File: src/hw/rtl/dsfmt_pkg.sv
package dsfmt_pkg;

    localparam int WORD_COUNT_DEF  = 191;
    localparam int PICK_OFFSET_DEF = 117;
    localparam int LEFT_SHIFT_DEF  = 19;
    localparam int RIGHT_SHIFT_DEF = 12;

    localparam logic [31:0] SEED_MULT    = 32'd1812433253;
    localparam logic [63:0] FRAC_BITS    = 64'h000F_FFFF_FFFF_FFFF;
    localparam logic [63:0] ONE_EXPONENT = 64'h3FF0_0000_0000_0000;

    localparam logic [2:0] REG_MASK_LO = 3'd0;
    localparam logic [2:0] REG_MASK_HI = 3'd1;
    localparam logic [2:0] REG_FIX_LO  = 3'd2;
    localparam logic [2:0] REG_FIX_HI  = 3'd3;
    localparam logic [2:0] REG_CERT_LO = 3'd4;
    localparam logic [2:0] REG_CERT_HI = 3'd5;

    localparam logic REQ_SEED = 1'b0;
    localparam logic REQ_NEXT = 1'b1;

    typedef struct packed {
        logic        is_next;
        logic [31:0] seed;
    } t_cmd;

    typedef struct packed {
        logic [63:0] bits;
        logic        not_seeded;
    } t_result;

endpackage

File: src/hw/rtl/dsfmt_front.sv
module dsfmt_front (
    input  logic                 i_clk,
    input  logic                 i_rst_n,
    input  logic                 s_axis_tvalid,
    output logic                 s_axis_tready,
    input  logic [39:0]          s_axis_tdata,
    input  logic                 i_q_ready,
    output logic                 o_q_valid,
    output dsfmt_pkg::t_cmd      o_q_cmd
);
    // two-entry queue of decoded requests
    dsfmt_pkg::t_cmd r_mem [2];
    logic            r_wp, r_rp;
    logic [1:0]      r_cnt;
    logic            w_push, w_pop;

    assign s_axis_tready = (r_cnt != 2'd2);
    assign w_push = s_axis_tvalid && s_axis_tready;
    assign w_pop  = o_q_valid && i_q_ready;
    assign o_q_valid = (r_cnt != 2'd0);
    assign o_q_cmd = r_mem[r_rp];

    always_ff @(posedge i_clk) begin
        if (w_push) begin
            r_mem[r_wp].is_next <= (s_axis_tdata[0] == dsfmt_pkg::REQ_NEXT);
            r_mem[r_wp].seed    <= s_axis_tdata[32:1];
        end
        if (!i_rst_n) begin
            r_wp  <= 1'b0;
            r_rp  <= 1'b0;
            r_cnt <= 2'd0;
        end else begin
            if (w_push) r_wp <= ~r_wp;
            if (w_pop)  r_rp <= ~r_rp;
            r_cnt <= r_cnt + {1'b0, w_push} - {1'b0, w_pop};
        end
    end
endmodule

File: config.mk
export PLATFORM = sky130hd
export DESIGN_NAME = dsfmt_front
export DESIGN_NICKNAME = d
export VERILOG_FILES = /design/src/hw/rtl/dsfmt_pkg.sv /design/src/hw/rtl/dsfmt_front.sv
export SDC_FILE = /design/constraint.sdc
export NUM_CORES = 1
export LEC_CHECK = 0
export BUFFER_PORTS_ARGS = -buffer_cell sky130_fd_sc_hd__buf_4
export CAP_MARGIN = 20
export CORE_AREA = 2 2 75 77
export CTS_CLUSTER_SIZE = 10
export DETAILED_ROUTE_END_ITERATION = 10
export DIE_AREA = 0 0 77 79
export PLACE_DENSITY = 0.85
export SYNTH_ARGS = -nofsm -noshare
export SYNTH_HDL_FRONTEND = slang
export SYNTH_SLANG_ARGS = --single-unit
File: constraint.sdc
create_clock -name i_clk -period 5.5 [get_ports i_clk]
set_input_delay 0 -clock i_clk [delete_from_list [all_inputs] [get_ports i_clk]]
set_output_delay 0 -clock i_clk [all_outputs]
set_load 0.01 [all_outputs]
==> impl_metrics.ini <==
[logic_synthesis]
post_synth_instance_area_sq_mm = 0.00277
synth.distinct_cells = 18
synthTopCellsByArea = edfxtp_1, mux2_4, dfxtp_1
syn_inst = 127
synth.most_common_cell = edfxtp_1
ys_warn_count = 0
synth_common_cells = edfxtp_1, mux2_4, dfxtp_1
yosysTopAreaCellShare_pct = 71.5
syn_avg_cell_area_sq_um = 21.8
synth_seq_cells = 71
synth_area_leader_cell = edfxtp_1
ys_seq_area_share_pct = 75.1
synthArstFlopShare_pct = 0
yosys_most_used_dff = edfxtp_1
synth_nets = 173
synth_edf_count = 66

[worst_setup_path]
r2r_end = r_mem[0][22]
crit_buf_inv = 1
worstPathMaxFanout = 33
crit_path_start_kind = flop
crit_chain = mux2_2, buf_4
rrSetupSlack_ns = 3.68
cp_slowest_stage_delay_ns = 1.04
path_class = reg2out
r2r_start = r_cnt[0]
cp.required_ns = 5.50
reg2reg_depth = 3
critPathArrivalTime_ns = 1.94
critPathTopFamily = flip-flops
critPathSlowestCell = dfxtp_2
end_kind = output port

[timing]
setup-tns-final_ns = 0
slew_headroom_pct = 28.2
fin_worst_skew_ns = 0.00917
rsz0062_at_grt = no
fin_crit_ns = 1.94
hold_viol = 0
setup_viol = 0
setup_ws_ns = 3.56
fmax_mhz = 516
hold_slack_ns = 0.0613
drv_slew = 0
fin_crit_sh_pct = 35.2
tightestPinTransition_ns = 1.08

[power_and_ir_drop]
swShare_pct = 25.9
power.density_mw_per_mm2 = 400
switching_power_mw = 0.401
max-vdd-ir-drop_mv = 0.306
power_leakage_nw = 1.53
p_clk_share_pct = 23.3
p_int_mw = 1.14
power.total_mw = 1.54
combPwrFrac_pct = 28.4
p_seq_share_pct = 48.3

[drt]
wl_per_cell_microns = 15.5
wl_met3_microns = 127
drcViolationCount = 0
route.met2.wl_microns = 2830
highest_layer = met4
wl_microns = 4920
vias_per_cell = 4.65
vias = 1475
m1WireLength_microns = 1830
drtIter0Drc = 84
ant_nets = 0
firstDrtPassIters = 4

[cts]
cts_buffer_depth = 2
insertion_delay_ns = 0.33
cts_tree = done
clk_pin_slew_ns = 0.07
cts_setup_buffers = 0
cts_buffers = 9
postCtsResizedCells = 0
cts_root_buf = clkbuf_8
htreeDepth = 3
cts.sinks = 71
hold_buffers = 34

[placed_design]
gp_congestion = 0.689
pre_cts_slack_ns = 3.65
place_area_sq_mm = 0.00334
portBuffers = 71

[layout]
diodes = 0
drive_gt1_share_pct = 50.2
stdcell_area_sq_mm = 0.00386
nets = 286
area_delta_synth_final_pct = 39.1
fillers = 363

[grt]
grt_overflow = 0
grt_max_degree = 34
grt_pass1_wl_microns = 7640
grt_util_all_layers_pct = 17.2
grt_pass1_vias = 1639
antenna_found_initial = 0

[min_path]
hold_end = r_wp
hold_start = s_axis_tvalid
hold_path_class = in2reg
hold_depth = 3

[floorplan]
die-area_sq_mm = 0.00608
rows = 27
start_util_pct = 51.9
core_sq_mm = 0.00534
dieHeight_microns = 79
ios = 79
die_x_microns = 77

[job]
max_cap_viol_count = 0

[outcome]
status = complete, no violations
[area by class of cell]
type | instances | area, sq um | area share, %
well taps | 72 | 90.1 | 2.34
flip-flops and latches | 71 | 2080 | 54.0
multi-input cells | 51 | 623 | 16.2
clock inverters | 3 | 17.5 | 0.454
inverters | 1 | 3.75 | 0.0973
clock buffers | 13 | 159 | 4.12
repair buffers | 106 | 881 | 22.8
[tightest hold or removal path: stages]
cell and delay, ns:
buf_4 0.08, nand2_1 0.11, mux2i_1 0.15
[layout by cell type (no fill, tap or decap), drive strengths merged, types with 2 or more instances in the layout]
cell and instances:
ha 2, dlygate4sd3 34, xnor2 3, dfxtp 5, clkinv 2, edfxtp 66
nand2b 2, buf 72, mux2 33, nand2 2, nor2b 2, clkbuf 13
and2 2
[worst max-delay path by stage]
stage,slack [ns],to,depth (start not counted),startpoint
2_1_floorplan,3.02,r_mem[0][0],3,r_cnt[0]
3_3_place_gp,3.69,r_mem[0][23],3,r_cnt[0]
3_5_place_dp,3.65,r_mem[0][3],3,r_cnt[0]
4_1_cts,3.53,o_q_cmd[0],2,flop
5_1_grt,3.46,o_q_cmd[0],2,flop
6_report,3.56,o_q_cmd[0],2,flop
[through the flow]
stage	cells	utilization [%]
6_report	317	72.3
2_1_floorplan	127	-
5_1_grt	317	72.3
3_3_place_gp	267	62.6
3_5_place_dp	267	62.6
4_1_cts	317	72.3
[flip-flops by register name, indices dropped and copies added, names as in the netlist, named ones only]
signal / count
r_wp: 1
r_mem: 66
r_rp: 1
r_cnt: 2
[routing by layer]
| layer | global-route usage [%] | vias up |
|---|---|---|
| met5 | 0 | - |
| met4 | 10.5 | 0 |
| met3 | 4.32 | 11 |
| met2 | 32.4 | 38 |
| met1 | 16.9 | 712 |
| li1 | - | 714 |
[power by group through the flow]
| stage | Clock [mW] | Sequential [mW] | Combinational, mW |
|---|---|---|---|
| floorplan | 0 | 0.711 | 0.317 |
| global placement | 0 | 0.755 | 0.416 |
| finish | 0.360 | 0.746 | 0.439 |
| detailed placement | 0 | 0.759 | 0.424 |
| global route | 0.393 | 0.757 | 0.467 |
| CTS | 0.368 | 0.747 | 0.444 |
[kinds of logic after synthesis]
logic type | count (synthesis) | synth area share (%)
simple gates | 11 | 2.21
xor+xnor | 3 | 0.948
flops | 71 | 75.1
fa+ha+maj | 2 | 0.902
compound gates | 1 | 0.316
buf+inv | 5 | 2.71
mux | 34 | 17.8
Note: power is estimated with default switching activity, not from simulation.
